`src/rtl/tlc_pkg.sv`:
```
// Shared types and constants for the touch linear calibration block.
// Used by tlc_divider and touch_linear_calibration; depends on nothing.
`default_nettype none

package tlc_pkg;

   // Widths of the fixed result fields.
   localparam int SCALE_BITS = 26;
   localparam int COEF_BITS  = 32;

   // Scale numerators: pixel span times 65536 (280 for x, 200 for y).
   localparam int NUM_BITS = 25;
   localparam int CNT_BITS = $clog2(NUM_BITS + 1);
   localparam logic [NUM_BITS-1:0] X_SCALE_NUM = NUM_BITS'(280 * 65536);
   localparam logic [NUM_BITS-1:0] Y_SCALE_NUM = NUM_BITS'(200 * 65536);

   // Q16 position of the first calibration target (pixel 20).
   localparam logic [COEF_BITS-1:0] OFFSET_BASE = COEF_BITS'(20 * 65536);

   // Debounce window after reset, in milliseconds.
   localparam logic [15:0] DEBOUNCE_RESET = 16'd300;

   // Command codes.
   localparam logic [1:0] OP_START  = 2'd0;
   localparam logic [1:0] OP_TOUCH  = 2'd1;
   localparam logic [1:0] OP_CANCEL = 2'd2;

   // Phase codes.
   localparam logic [2:0] PHASE_IDLE  = 3'd0;
   localparam logic [2:0] PHASE_FIRST = 3'd1;
   localparam logic [2:0] PHASE_LAST  = 3'd4;
   localparam logic [2:0] PHASE_DONE  = 3'd5;

   // Sequencer states.
   typedef enum logic [5:0] {
      S_IDLE = 6'b000001,
      S_PREP = 6'b000010,
      S_DIV  = 6'b000100,
      S_MUL  = 6'b001000,
      S_OFS  = 6'b010000,
      S_OUT  = 6'b100000
   } state_type;

   // Status of the shared divider.
   typedef struct packed {
      logic busy;
      logic done;
   } div_status_type;

endpackage

`default_nettype wire

```
`src/rtl/tlc_divider.sv`:
```
// Restoring unsigned divider, one quotient bit per cycle.
// Depends on tlc_pkg for the numerator width and the status type.
`default_nettype none

module tlc_divider
   import tlc_pkg::*;
#(
   parameter int DIVISOR_BITS = 12
) (
   input  logic                    clock,
   input  logic                    reset,
   input  logic                    start,
   input  logic [NUM_BITS-1:0]     dividend,
   input  logic [DIVISOR_BITS-1:0] divisor,
   output logic [NUM_BITS-1:0]     quotient,
   output div_status_type          status
);

   logic [DIVISOR_BITS-1:0] rem_ff, rem_in;
   logic [NUM_BITS-1:0]     quo_ff, quo_in;
   logic [CNT_BITS-1:0]     cnt_ff, cnt_in;
   logic                    done_ff, done_in;

   logic [DIVISOR_BITS:0]   partial;
   logic [DIVISOR_BITS:0]   diff;
   logic                    fits;

   // Trial subtraction of the divisor from the shifted remainder.
   assign partial = {rem_ff, quo_ff[NUM_BITS-1]};
   assign diff    = partial - {1'b0, divisor};
   assign fits    = partial >= {1'b0, divisor};

   // Next state of the iteration.
   always_comb begin
      rem_in  = rem_ff;
      quo_in  = quo_ff;
      cnt_in  = cnt_ff;
      done_in = 1'b0;
      if (start) begin
         rem_in = '0;
         quo_in = dividend;
         cnt_in = CNT_BITS'(NUM_BITS);
      end else if (cnt_ff != '0) begin
         rem_in  = fits ? diff[DIVISOR_BITS-1:0] : partial[DIVISOR_BITS-1:0];
         quo_in  = {quo_ff[NUM_BITS-2:0], fits};
         cnt_in  = cnt_ff - 1'b1;
         done_in = (cnt_ff == CNT_BITS'(1));
      end
   end

   // Control registers take reset; the datapath does not.
   always_ff @(posedge clock) begin
      if (reset) begin
         cnt_ff  <= '0;
         done_ff <= 1'b0;
      end else begin
         cnt_ff  <= cnt_in;
         done_ff <= done_in;
      end
      rem_ff <= rem_in;
      quo_ff <= quo_in;
   end

   assign quotient    = quo_ff;
   assign status.busy = (cnt_ff != '0);
   assign status.done = done_ff;

endmodule

`default_nettype wire

```
`src/rtl/touch_linear_calibration.sv`:
```
// Four-point touch calibration sequencer with Q16 scale and offset output.
// Depends on tlc_pkg and instantiates tlc_divider.
//
// Usage: items arrive on the req_ channel (valid/ready) with a command, the
// millisecond tick and raw x/y readings. Each item gives exactly one result on
// the rsp_ channel (valid/ready) carrying the touch and completion flags, the
// phase and the current coefficients. csr_wr_en writes the debounce window
// at once; write it only while the block is idle.
// An item that does not finish a calibration goes straight to the output
// register, so its result can be taken in the cycle after it is accepted.
// The item that takes the fourth point runs the shared divider for x and then
// for y (25 quotient steps each), with a multiply and an offset step per axis
// (states S_PREP, then S_DIV, S_MUL and S_OFS per axis, then S_OUT) before its
// result is registered; when a span is zero the divider is skipped (S_PREP to S_OUT).
// One item is in work at a time; req_ready is high only while the sequencer
// is idle and the output register is empty or being emptied.
// Reset: phase idle, timestamp zero, coefficients zero, valid flag clear,
// debounce 300 ms, no result pending.
// When the receiver stalls, the result holds in the output register and no
// new item is taken until it is delivered.
`default_nettype none

module touch_linear_calibration
   import tlc_pkg::*;
#(
   parameter int RAW_BITS = 12
) (
   input  logic                         clock,
   input  logic                         reset,
   // Configuration
   input  logic                         csr_wr_en,
   input  logic [15:0]                  csr_wr_data,
   // Input items
   input  logic                         req_valid,
   output logic                         req_ready,
   input  logic [1:0]                   req_opcode,
   input  logic [31:0]                  req_now_ms,
   input  logic [RAW_BITS-1:0]          req_raw_x,
   input  logic [RAW_BITS-1:0]          req_raw_y,
   // Result items
   output logic                         rsp_valid,
   input  logic                         rsp_ready,
   output logic                         rsp_touch_taken,
   output logic                         rsp_calib_done,
   output logic                         rsp_calib_valid,
   output logic [2:0]                   rsp_phase,
   output logic signed [SCALE_BITS-1:0] rsp_x_scale,
   output logic signed [COEF_BITS-1:0]  rsp_x_offset,
   output logic signed [SCALE_BITS-1:0] rsp_y_scale,
   output logic signed [COEF_BITS-1:0]  rsp_y_offset
);

   localparam int MUL_BITS = SCALE_BITS + RAW_BITS + 1;

   // Control state
   state_type                    state_ff, state_in;
   logic                         axis_ff, axis_in;
   logic [2:0]                   phase_ff, phase_in;
   logic [31:0]                  last_ms_ff, last_ms_in;
   logic [15:0]                  debounce_ff, debounce_in;
   logic                         valid_ff, valid_in;
   logic                         div_start_ff, div_start_in;
   logic                         rsp_valid_ff, rsp_valid_in;
   logic                         rsp_taken_ff, rsp_taken_in;
   logic                         rsp_done_ff, rsp_done_in;

   // Datapath state
   logic [RAW_BITS-1:0]          sample_x_ff [4];
   logic [RAW_BITS-1:0]          sample_x_in [4];
   logic [RAW_BITS-1:0]          sample_y_ff [4];
   logic [RAW_BITS-1:0]          sample_y_in [4];
   logic [RAW_BITS-1:0]          avg_x_ff, avg_x_in;
   logic [RAW_BITS-1:0]          avg_y_ff, avg_y_in;
   logic signed [RAW_BITS:0]     span_x_ff, span_x_in;
   logic signed [RAW_BITS:0]     span_y_ff, span_y_in;
   logic signed [SCALE_BITS-1:0] x_scale_ff, x_scale_in;
   logic signed [SCALE_BITS-1:0] y_scale_ff, y_scale_in;
   logic signed [COEF_BITS-1:0]  x_offset_ff, x_offset_in;
   logic signed [COEF_BITS-1:0]  y_offset_ff, y_offset_in;
   logic [COEF_BITS-1:0]         prod_ff, prod_in;

   // Combinational helpers
   logic                         accept;
   logic [31:0]                  elapsed;
   logic                         debounce_ok;
   logic [1:0]                   slot;
   logic [RAW_BITS:0]            sum_x20, sum_x300, sum_y20, sum_y220;
   logic [RAW_BITS-1:0]          avg_x300, avg_y220;
   logic signed [RAW_BITS:0]     span_cur, span_abs;
   logic                         span_neg;
   logic [NUM_BITS-1:0]          div_dividend;
   logic [NUM_BITS-1:0]          div_quotient;
   div_status_type               div_status;
   logic signed [SCALE_BITS-1:0] scale_mag, scale_new, scale_cur;
   logic [RAW_BITS-1:0]          avg_cur;
   logic signed [MUL_BITS-1:0]   mul_full;

   assign accept    = req_valid && req_ready;
   assign req_ready = (state_ff == S_IDLE) && (!rsp_valid_ff || rsp_ready);

   // Debounce test with 32-bit wrap.
   assign elapsed     = req_now_ms - last_ms_ff;
   assign debounce_ok = elapsed >= {16'd0, debounce_ff};
   assign slot        = 2'(phase_ff - PHASE_FIRST);

   // Pair averages: x at 20 from points 1 and 3, at 300 from 2 and 4;
   // y at 20 from points 1 and 2, at 220 from 3 and 4.
   assign sum_x20  = {1'b0, sample_x_ff[0]} + {1'b0, sample_x_ff[2]};
   assign sum_x300 = {1'b0, sample_x_ff[1]} + {1'b0, sample_x_ff[3]};
   assign sum_y20  = {1'b0, sample_y_ff[0]} + {1'b0, sample_y_ff[1]};
   assign sum_y220 = {1'b0, sample_y_ff[2]} + {1'b0, sample_y_ff[3]};
   assign avg_x300 = sum_x300[RAW_BITS:1];
   assign avg_y220 = sum_y220[RAW_BITS:1];

   // Divider operands for the axis in work: magnitudes, sign fixed after.
   assign span_cur     = axis_ff ? span_y_ff : span_x_ff;
   assign span_neg     = span_cur[RAW_BITS];
   assign span_abs     = span_neg ? -span_cur : span_cur;
   assign div_dividend = axis_ff ? Y_SCALE_NUM : X_SCALE_NUM;

   tlc_divider #(
      .DIVISOR_BITS (RAW_BITS)
   ) u_divider (
      .clock    (clock),
      .reset    (reset),
      .start    (div_start_ff),
      .dividend (div_dividend),
      .divisor  (span_abs[RAW_BITS-1:0]),
      .quotient (div_quotient),
      .status   (div_status)
   );

   // Truncated signed quotient and the scale-times-average product.
   assign scale_mag = $signed({1'b0, div_quotient});
   assign scale_new = span_neg ? -scale_mag : scale_mag;
   assign scale_cur = axis_ff ? y_scale_ff : x_scale_ff;
   assign avg_cur   = axis_ff ? avg_y_ff : avg_x_ff;
   assign mul_full  = MUL_BITS'(scale_cur) * MUL_BITS'($signed({1'b0, avg_cur}));

   // Sequencer and next-state logic.
   always_comb begin
      state_in     = state_ff;
      axis_in      = axis_ff;
      phase_in     = phase_ff;
      last_ms_in   = last_ms_ff;
      debounce_in  = csr_wr_en ? csr_wr_data : debounce_ff;
      valid_in     = valid_ff;
      div_start_in = 1'b0;
      rsp_valid_in = rsp_valid_ff && !rsp_ready;
      rsp_taken_in = rsp_taken_ff;
      rsp_done_in  = rsp_done_ff;
      sample_x_in  = sample_x_ff;
      sample_y_in  = sample_y_ff;
      avg_x_in     = avg_x_ff;
      avg_y_in     = avg_y_ff;
      span_x_in    = span_x_ff;
      span_y_in    = span_y_ff;
      x_scale_in   = x_scale_ff;
      y_scale_in   = y_scale_ff;
      x_offset_in  = x_offset_ff;
      y_offset_in  = y_offset_ff;
      prod_in      = prod_ff;

      case (state_ff)
         S_IDLE: begin
            if (accept) begin
               rsp_valid_in = 1'b1;
               rsp_taken_in = 1'b0;
               rsp_done_in  = 1'b0;
               case (req_opcode)
                  OP_START: begin
                     phase_in   = PHASE_FIRST;
                     last_ms_in = req_now_ms;
                  end
                  OP_CANCEL: begin
                     phase_in = PHASE_IDLE;
                  end
                  OP_TOUCH: begin
                     if (debounce_ok) begin
                        last_ms_in   = req_now_ms;
                        rsp_taken_in = 1'b1;
                        if (phase_ff >= PHASE_FIRST && phase_ff <= PHASE_LAST) begin
                           sample_x_in[slot] = req_raw_x;
                           sample_y_in[slot] = req_raw_y;
                           if (phase_ff == PHASE_LAST) begin
                              // Fourth point: result waits for the coefficients.
                              phase_in     = PHASE_DONE;
                              rsp_valid_in = 1'b0;
                              state_in     = S_PREP;
                           end else begin
                              phase_in = phase_ff + 3'd1;
                           end
                        end
                     end
                  end
                  default: begin
                  end
               endcase
            end
         end
         S_PREP: begin
            avg_x_in  = sum_x20[RAW_BITS:1];
            avg_y_in  = sum_y20[RAW_BITS:1];
            span_x_in = $signed({1'b0, avg_x300}) - $signed({1'b0, sum_x20[RAW_BITS:1]});
            span_y_in = $signed({1'b0, avg_y220}) - $signed({1'b0, sum_y20[RAW_BITS:1]});
            if (span_x_in == '0 || span_y_in == '0) begin
               // A degenerate span keeps the old coefficients.
               valid_in = 1'b0;
               state_in = S_OUT;
            end else begin
               axis_in      = 1'b0;
               div_start_in = 1'b1;
               state_in     = S_DIV;
            end
         end
         S_DIV: begin
            if (div_status.done) begin
               if (axis_ff) begin
                  y_scale_in = scale_new;
               end else begin
                  x_scale_in = scale_new;
               end
               state_in = S_MUL;
            end
         end
         S_MUL: begin
            prod_in  = mul_full[COEF_BITS-1:0];
            state_in = S_OFS;
         end
         S_OFS: begin
            if (axis_ff) begin
               y_offset_in = $signed(OFFSET_BASE - prod_ff);
               valid_in    = 1'b1;
               state_in    = S_OUT;
            end else begin
               x_offset_in  = $signed(OFFSET_BASE - prod_ff);
               axis_in      = 1'b1;
               div_start_in = 1'b1;
               state_in     = S_DIV;
            end
         end
         S_OUT: begin
            rsp_valid_in = 1'b1;
            rsp_taken_in = 1'b1;
            rsp_done_in  = 1'b1;
            state_in     = S_IDLE;
         end
         default: begin
            state_in = S_IDLE;
         end
      endcase
   end

   // Registers: control and architectural state reset, working values do not.
   always_ff @(posedge clock) begin
      if (reset) begin
         state_ff     <= S_IDLE;
         axis_ff      <= 1'b0;
         phase_ff     <= PHASE_IDLE;
         last_ms_ff   <= '0;
         debounce_ff  <= DEBOUNCE_RESET;
         valid_ff     <= 1'b0;
         div_start_ff <= 1'b0;
         rsp_valid_ff <= 1'b0;
         x_scale_ff   <= '0;
         y_scale_ff   <= '0;
         x_offset_ff  <= '0;
         y_offset_ff  <= '0;
      end else begin
         state_ff     <= state_in;
         axis_ff      <= axis_in;
         phase_ff     <= phase_in;
         last_ms_ff   <= last_ms_in;
         debounce_ff  <= debounce_in;
         valid_ff     <= valid_in;
         div_start_ff <= div_start_in;
         rsp_valid_ff <= rsp_valid_in;
         x_scale_ff   <= x_scale_in;
         y_scale_ff   <= y_scale_in;
         x_offset_ff  <= x_offset_in;
         y_offset_ff  <= y_offset_in;
      end
      rsp_taken_ff <= rsp_taken_in;
      rsp_done_ff  <= rsp_done_in;
      sample_x_ff  <= sample_x_in;
      sample_y_ff  <= sample_y_in;
      avg_x_ff     <= avg_x_in;
      avg_y_ff     <= avg_y_in;
      span_x_ff    <= span_x_in;
      span_y_ff    <= span_y_in;
      prod_ff      <= prod_in;
   end

   // The coefficients and phase only change while no result is pending.
   assign rsp_valid       = rsp_valid_ff;
   assign rsp_touch_taken = rsp_taken_ff;
   assign rsp_calib_done  = rsp_done_ff;
   assign rsp_calib_valid = valid_ff;
   assign rsp_phase       = phase_ff;
   assign rsp_x_scale     = x_scale_ff;
   assign rsp_x_offset    = x_offset_ff;
   assign rsp_y_scale     = y_scale_ff;
   assign rsp_y_offset    = y_offset_ff;

endmodule

`default_nettype wire
```
`config.mk`:
```
export PLATFORM = sky130hd
export DESIGN_NAME = touch_linear_calibration
export DESIGN_NICKNAME = d
export VERILOG_FILES = /design/src/rtl/tlc_pkg.sv /design/src/rtl/tlc_divider.sv /design/src/rtl/touch_linear_calibration.sv
export SDC_FILE = /design/constraint.sdc
export NUM_CORES = 2
export LEC_CHECK = 0
export ABC_CLOCK_PERIOD_IN_PS = 11250
export BUFFER_PORTS_ARGS = -buffer_cell sky130_fd_sc_hd__buf_4
export CAP_MARGIN = 10
export CELL_PAD_IN_SITES_DETAIL_PLACEMENT = 0
export CELL_PAD_IN_SITES_GLOBAL_PLACEMENT = 2
export CORE_UTILIZATION = 40
export CTS_CLUSTER_DIAMETER = 120
export DETAILED_ROUTE_END_ITERATION = 6
export PLACE_DENSITY_LB_ADDON = 0.08
export SKIP_CTS_REPAIR_TIMING = 1
export SLEW_MARGIN = 20
export SYNTH_ARGS = -nofsm -noshare
export SYNTH_HDL_FRONTEND = slang
export SYNTH_SLANG_ARGS = --single-unit
```
`constraint.sdc`:
```
create_clock -name clock -period 11.25 [get_ports clock]
set_input_delay 1.125 -clock clock [delete_from_list [all_inputs] [get_ports clock]]
set_output_delay 1.125 -clock clock [all_outputs]
set_load 0.005 [all_outputs]
```
# Word level (Yosys, flattened, before mapping)
# Index checks and enable logic that the tools add are counted.
[op_classes]
add_sub_neg = 14
n_mux = 50
n_bitwise = 3
n_lt_le_gt_ge = 6
n_reduce_logical = 31
multipliers = 1
eq_ne = 21
[op_table]
columns = ["operator", "n"]
rows = [
  ["48-bit bitwise mux", 2],
  ["25-bit 2-to-1 mux", 3],
  ["32-bit case mux with 2 select lines", 1],
  ["12-bit by 12-bit adder with 13-bit output", 4],
  ["26-bit 2-to-1 mux", 2],
  ["12-bit 2-to-1 mux", 4],
  ["6-bit 2-to-1 mux", 8],
  ["32-bit by 16-bit >= comparator with 1-bit output", 1],
  ["26-bit by 13-bit multiplier with 32-bit output", 1],
  ["32-bit 2-to-1 mux", 1],
  ["21-bit by 32-bit subtractor with 32-bit output, first input constant", 1],
  ["32-bit subtractor", 1],
  ["6-bit case mux with 5 select lines", 1],
  ["13-bit zero test", 2],
  ["25-bit negation with 26-bit output", 1],
  ["12-bit by 12-bit subtractor with 13-bit output", 2],
  ["12-bit demux with 2-bit select", 1],
  ["1-bit 2-to-1 mux", 14],
  ["2-bit inequality test, second input constant", 7],
  ["13-bit by 12-bit >= comparator with 1-bit output", 1],
  ["13-bit 2-to-1 mux", 1],
  ["12-bit negation", 1],
  ["1-bit case mux with 2 select lines", 6],
  ["12-bit subtractor", 1],
  ["37 further kinds", 59],
]
[word_totals]
regBits = 400
inputBits = 79
out_inout_bits = 124
elab_cells = 158

# Logic depth before layout (Yosys ltp)
[depth]
depth_word = 7
mapped_depth = 29
depth_no_buf = 24

# By module
# Synthesis repeated with hierarchy kept, for this count alone.
[hier_totals]
cells_unflattened = 3328
hier_area_um2 = 31047.3
[modules_own_cells]
columns = ["mod", "area_each_um2", "cells_each", "instances", "seq_area_each_um2"]
rows = [
  ["touch_linear_calibration", 28458.5, 3085, 1, 8948.6],
  ["tlc_divider", 2588.7, 243, 1, 1111.1],
]

# Worst setup path before layout
# Ideal clock, no wire load.
[synth_timing]
path_type = "register to register"
start = "register axis_ff"
end = "register prod_ff[26], data pin"
period_less_slack_ns = 7.992
setup_ns = 0.258
n_path_buf = 5
path_stages_with_launch = 28
arrival_time_ns = 7.735
slack_ns = 3.258
path_cell_list = "dfxtp_1 clkbuf_1 clkbuf_1 buf_1 clkbuf_1 buf_1 mux2i_1 nor2_1 fa_1 inv_1 fa_1 inv_1 fa_1 inv_1 fa_1 fa_1 inv_1 ha_1 o21a_1 o31ai_1 o22ai_1 o41ai_1 o31ai_1 o211a_1 o21a_1 or2_2 a21oi_1 xnor2_1"
[synth_via]
elab_chain_len = 2
word_cells_on_any_way = 3
classes_between = "1 x mul; 2 x mux"
[synth_rtl]
columns = ["item", "line", "rtl"]
rows = [
  ["from (decl)", "touch_linear_calibration.sv:57", "logic axis_ff, axis_in;"],
  ["from (signal assigned)", "touch_linear_calibration.sv:271", "axis_ff <= axis_in;"],
  ["26-bit 2-to-1 mux or 12-bit 2-to-1 mux (tied branches)", "touch_linear_calibration.sv:136, touch_linear_calibration.sv:137", ""],
  ["26-bit by 13-bit multiplier with 32-bit output (*)", "touch_linear_calibration.sv:138", "assign mul_full = MUL_BITS'(scale_cur) * MUL_BITS'($signed({1'b0, avg_cur}));"],
  ["net mul_full[26]", "touch_linear_calibration.sv:96", "logic signed [MUL_BITS-1:0] mul_full;"],
  ["to (signal assigned)", "touch_linear_calibration.sv:291", "prod_ff <= prod_in;"],
  ["to (decl)", "touch_linear_calibration.sv:80", "logic [COEF_BITS-1:0] prod_ff, prod_in;"],
]
# The timed path passes the listed nets; every way through them passes the cells marked *.
# A chain may end at the register's enable or synchronous reset.

# Worst setup path after layout
# Same ends and word-level chain as after synthesis.

==> results.ini <==
[floorplan]
start_util_pct = 40.7
coreArea_sq_um = 74900
pin_count = 203
die_h_um = 278
dieArea_sq_um = 77500
row_count = 100
die_w_um = 278

[logic_synthesis]
ys_seq_area_share_pct = 32.9
syn_inst = 3267
ys_types = 78
synth_async_sr_flop_share_pct = 0
ys_ff_latch = 400
synth_top_area_share_pct = 20.2
yosysTopAreaCell = edfxtp_1
synth_area_sq_um = 30500
syn_area_per_cell_sq_um = 9.35
yosys_warnings = 0
syn-num-nets = 3802
synth_area_leaders = edfxtp_1, fa_1, dfxtp_1, ha_1, inv_1
ys.flop_type = edfxtp_1
synth_edf_count = 205

[worst_hold_path]
holdCritStartpoint = rsp_x_offset[8]$_SDFFE_PP0P_
min_path_type = reg -> reg
holdPathEnd = rsp_x_offset[8]$_SDFFE_PP0P_
whs_path_depth = 2

[setup_path]
r2r_cells = 23
arrival_ns = 8.54
regToRegSetupSlack_ns = 3.05
crit_path_max_incr_delay_ns = 0.76
critPathMaxFanout = 56
r2r_start = axis_ff$_SDFFE_PP0P_
critical_path_class = reg -> reg
endpoint_kind = register
cp.required_ns = 11.59
cpMostUsedCell = fa_1
crit_chain = buf_4 -> mux2i_1 -> nor2_1 -> fa_1 -> inv_1 -> fa_1 -> inv_1 -> fa_1 -> inv_1 -> fa_1 -> fa_1 -> inv_1 -> ha_1 -> o21a_1 -> o31ai_1 -> o22ai_1 -> o41ai_1 -> o31ai_1 -> o211a_1 -> o21a_1 -> or2_2 -> a21oi_1 -> xnor2_1
slowest_stage = o41ai_1
r2r_end = prod_ff[26]$_DFFE_PP_
crit_path_start_kind = register

[clocking]
h-tree-depth = 2
cts.sinks = 400
numCtsBuffers = 47
cts_tree = yes
clock_path_buffers = 3
clk_pin_slew_worst_paths_ns = 0.06
clk_latency_ns = 0.61
clk_root_buffer_cell = clkbuf_16

[layout]
final_nets = 3978
drive_above_1_share_pct = 11.0
syn_to_final_growth_pct = 13.4
n_fill_cell = 7258
antenna_cells = 0

[pwr]
peakVddDrop_mv = 0.120
seq_power_share_pct = 43.8
power.internal_mw = 2.83
p_clk_share_pct = 38.0
p_switching_mw = 1.16
leakage_nw = 14.7
comb_power_share_pct = 18.2
powerDensity_nw_per_um2 = 115
swShare_pct = 29.1

[global_route]
grt_pass1_wl_um = 133000
antenna_found_initial = 0
gr-total-overflow = 0
grt_max_degree = 112
first_global_vias = 24155
grt_util_all_layers_pct = 21.8

[placed_design]
place_congestion = 0.890
io_buffers = 202
post-dp-hpwl_um = 65500
place_ws_ns = 3.19

[sta]
slew_viol_final = 0
tns_ns = 0
relSlewSlack_pct = 35.0
min_period_over_period_pct = 72.9
setup_viol_count_final = 0
fin_crit_ns = 8.20
hold_viol_final = 0
fin_ws_ns = 3.05
fin_skew_ns = 0.0238
rsz0062_at_grt = false
worst_pin_slew_ns = 0.948
max_freq_ghz = 0.122

[drt]
drc = 0
wirelength_um = 82900
detail_route.iter0.violations = 1026
post_drt_via_cell_ratio = 5.13
ant_nets = 0
vias = 22807
drtPass1Iterations = 5
wire_per_inst_um = 18.6

[run_status]
status = completed

[run]
cap_violations = 0

==> power groups by stage <==
| stage | sequential [mW] | clock [mW] | combinational, mW |
|---|---|---|---|
| final | 1.75 | 1.52 | 0.728 |
| after global routing | 1.76 | 1.61 | 0.821 |
| after CTS | 1.75 | 1.56 | 0.733 |
| after detailed placement | 1.78 | 0 | 0.729 |
| after global placement | 1.77 | 0 | 0.715 |
| after floorplan | 1.75 | 0 | 0.552 |
==> cell usage in the layout, fill, tap and decap left out, drive strengths merged, types with 16 or more instances in the layout <==
master and count:
a21o 29, nand2 380, a211oi 72, nand4 16, ha 213, edfxtp 205, a21oi 156, clkbuf 65
nor3 39, clkinv 16, xor2 56, buf 232, fa 243, mux2i 110, dfxtp 195, xnor2 115
nand3 20, nor2b 40, nand2b 40, a21boi 18, inv 461, nor2 396, mux2 36, o21a 24
o21ai 95
==> worst max-delay path, delay by kind of cell (launching register included) <==
| family | cells | cell delay, ns |
|---|---|---|
| buf+inv | 5 | 0.93 |
| compound gates | 8 | 2.15 |
| flops | 1 | 0.74 |
| xor+xnor | 1 | 0.09 |
| mux | 1 | 0.60 |
| simple gates | 2 | 0.41 |
| fa+ha+maj | 6 | 2.88 |
==> flip-flops by register name, summed over array words and instances (netlist names), 5 cells and up <==
name and count:
avg_x_ff 12, avg_y_ff 12, debounce_ff 16, last_ms_ff 32
prod_ff 32, rsp_x_offset 32, rsp_x_scale 26, rsp_y_offset 32
rsp_y_scale 26, sample_x_ff 48, sample_y_ff 48, span_x_ff 13
span_y_ff 13, state_ff 6, u_divider.cnt_ff 5, u_divider.quotient 25
u_divider.rem_ff 12
==> cell type report <==
cell class                      instances  area [sq um]  area share [%]
Multi-Input combinational cell       2303         18400            53.0
Tap cell                              969          1210            3.50
Clock buffer                           65          1270            3.68
Sequential cell                       400         10100            29.1
Inverter                              459          1720            4.97
Timing Repair Buffer                  232          1750            5.04
Clock inverter                         22           249           0.719
==> worst max-delay path by stage <==
stage,to,depth (start not counted),from
final,prod_ff[26]$_DFFE_PP_,23,axis_ff$_SDFFE_PP0P_
after global routing,prod_ff[26]$_DFFE_PP_,24,axis_ff$_SDFFE_PP0P_
after CTS,prod_ff[26]$_DFFE_PP_,24,axis_ff$_SDFFE_PP0P_
after detailed placement,prod_ff[26]$_DFFE_PP_,24,axis_ff$_SDFFE_PP0P_
after global placement,prod_ff[26]$_DFFE_PP_,24,axis_ff$_SDFFE_PP0P_
after floorplan,prod_ff[26]$_DFFE_PP_,27,axis_ff$_SDFFE_PP0P_
==> per-layer routing <==
metal	up-vias	global-route usage, %	wire, um
li1	11198	-	-
met4	0	6.45	2400
met3	121	2.69	2640
met5	-	0	0
met2	321	40.7	43600
met1	11167	25.9	34300
==> Yosys cell counts (29+ instances only) <==
cell and number:
mux2i_1 110, ha_1 213, a21oi_1 154, fa_1 243, nor2b_1 40, xnor2_1 115, mux2_2 36, nor2_1 396
clkbuf_1 84, a211oi_1 70, inv_1 459, a21o_1 29, xor2_1 56, nand2_1 380, nand2b_1 40, edfxtp_1 205
o21ai_0 90, nor3_1 38, dfxtp_1 195
==> logic make-up after synthesis <==
group	Yosys count	synth area share, %
compound gates	517	11.2
flops	400	32.9
xor+xnor	171	4.90
mux	146	4.93
fa+ha+maj	456	24.7
simple gates	1013	14.3
buf+inv	564	7.07
==> metrics by stage <==
| stage | util [%] | std cells | total power, mW | cell area, sq um | hold slack [ns] |
|---|---|---|---|---|---|
| floorplan | - | 3267 | 2.30 | 30500 | 0.443 |
| global placement | 44.2 | 4363 | 2.49 | 33100 | 0.450 |
| detailed placement | 44.2 | 4363 | 2.50 | 33100 | 0.447 |
| CTS | 46.2 | 4450 | 4.04 | 34600 | 0.455 |
| global route | 46.2 | 4450 | 4.19 | 34600 | 0.481 |
| finish | 46.2 | 4450 | 3.99 | 34600 | 0.456 |
Power figures use the tool's default switching activity.
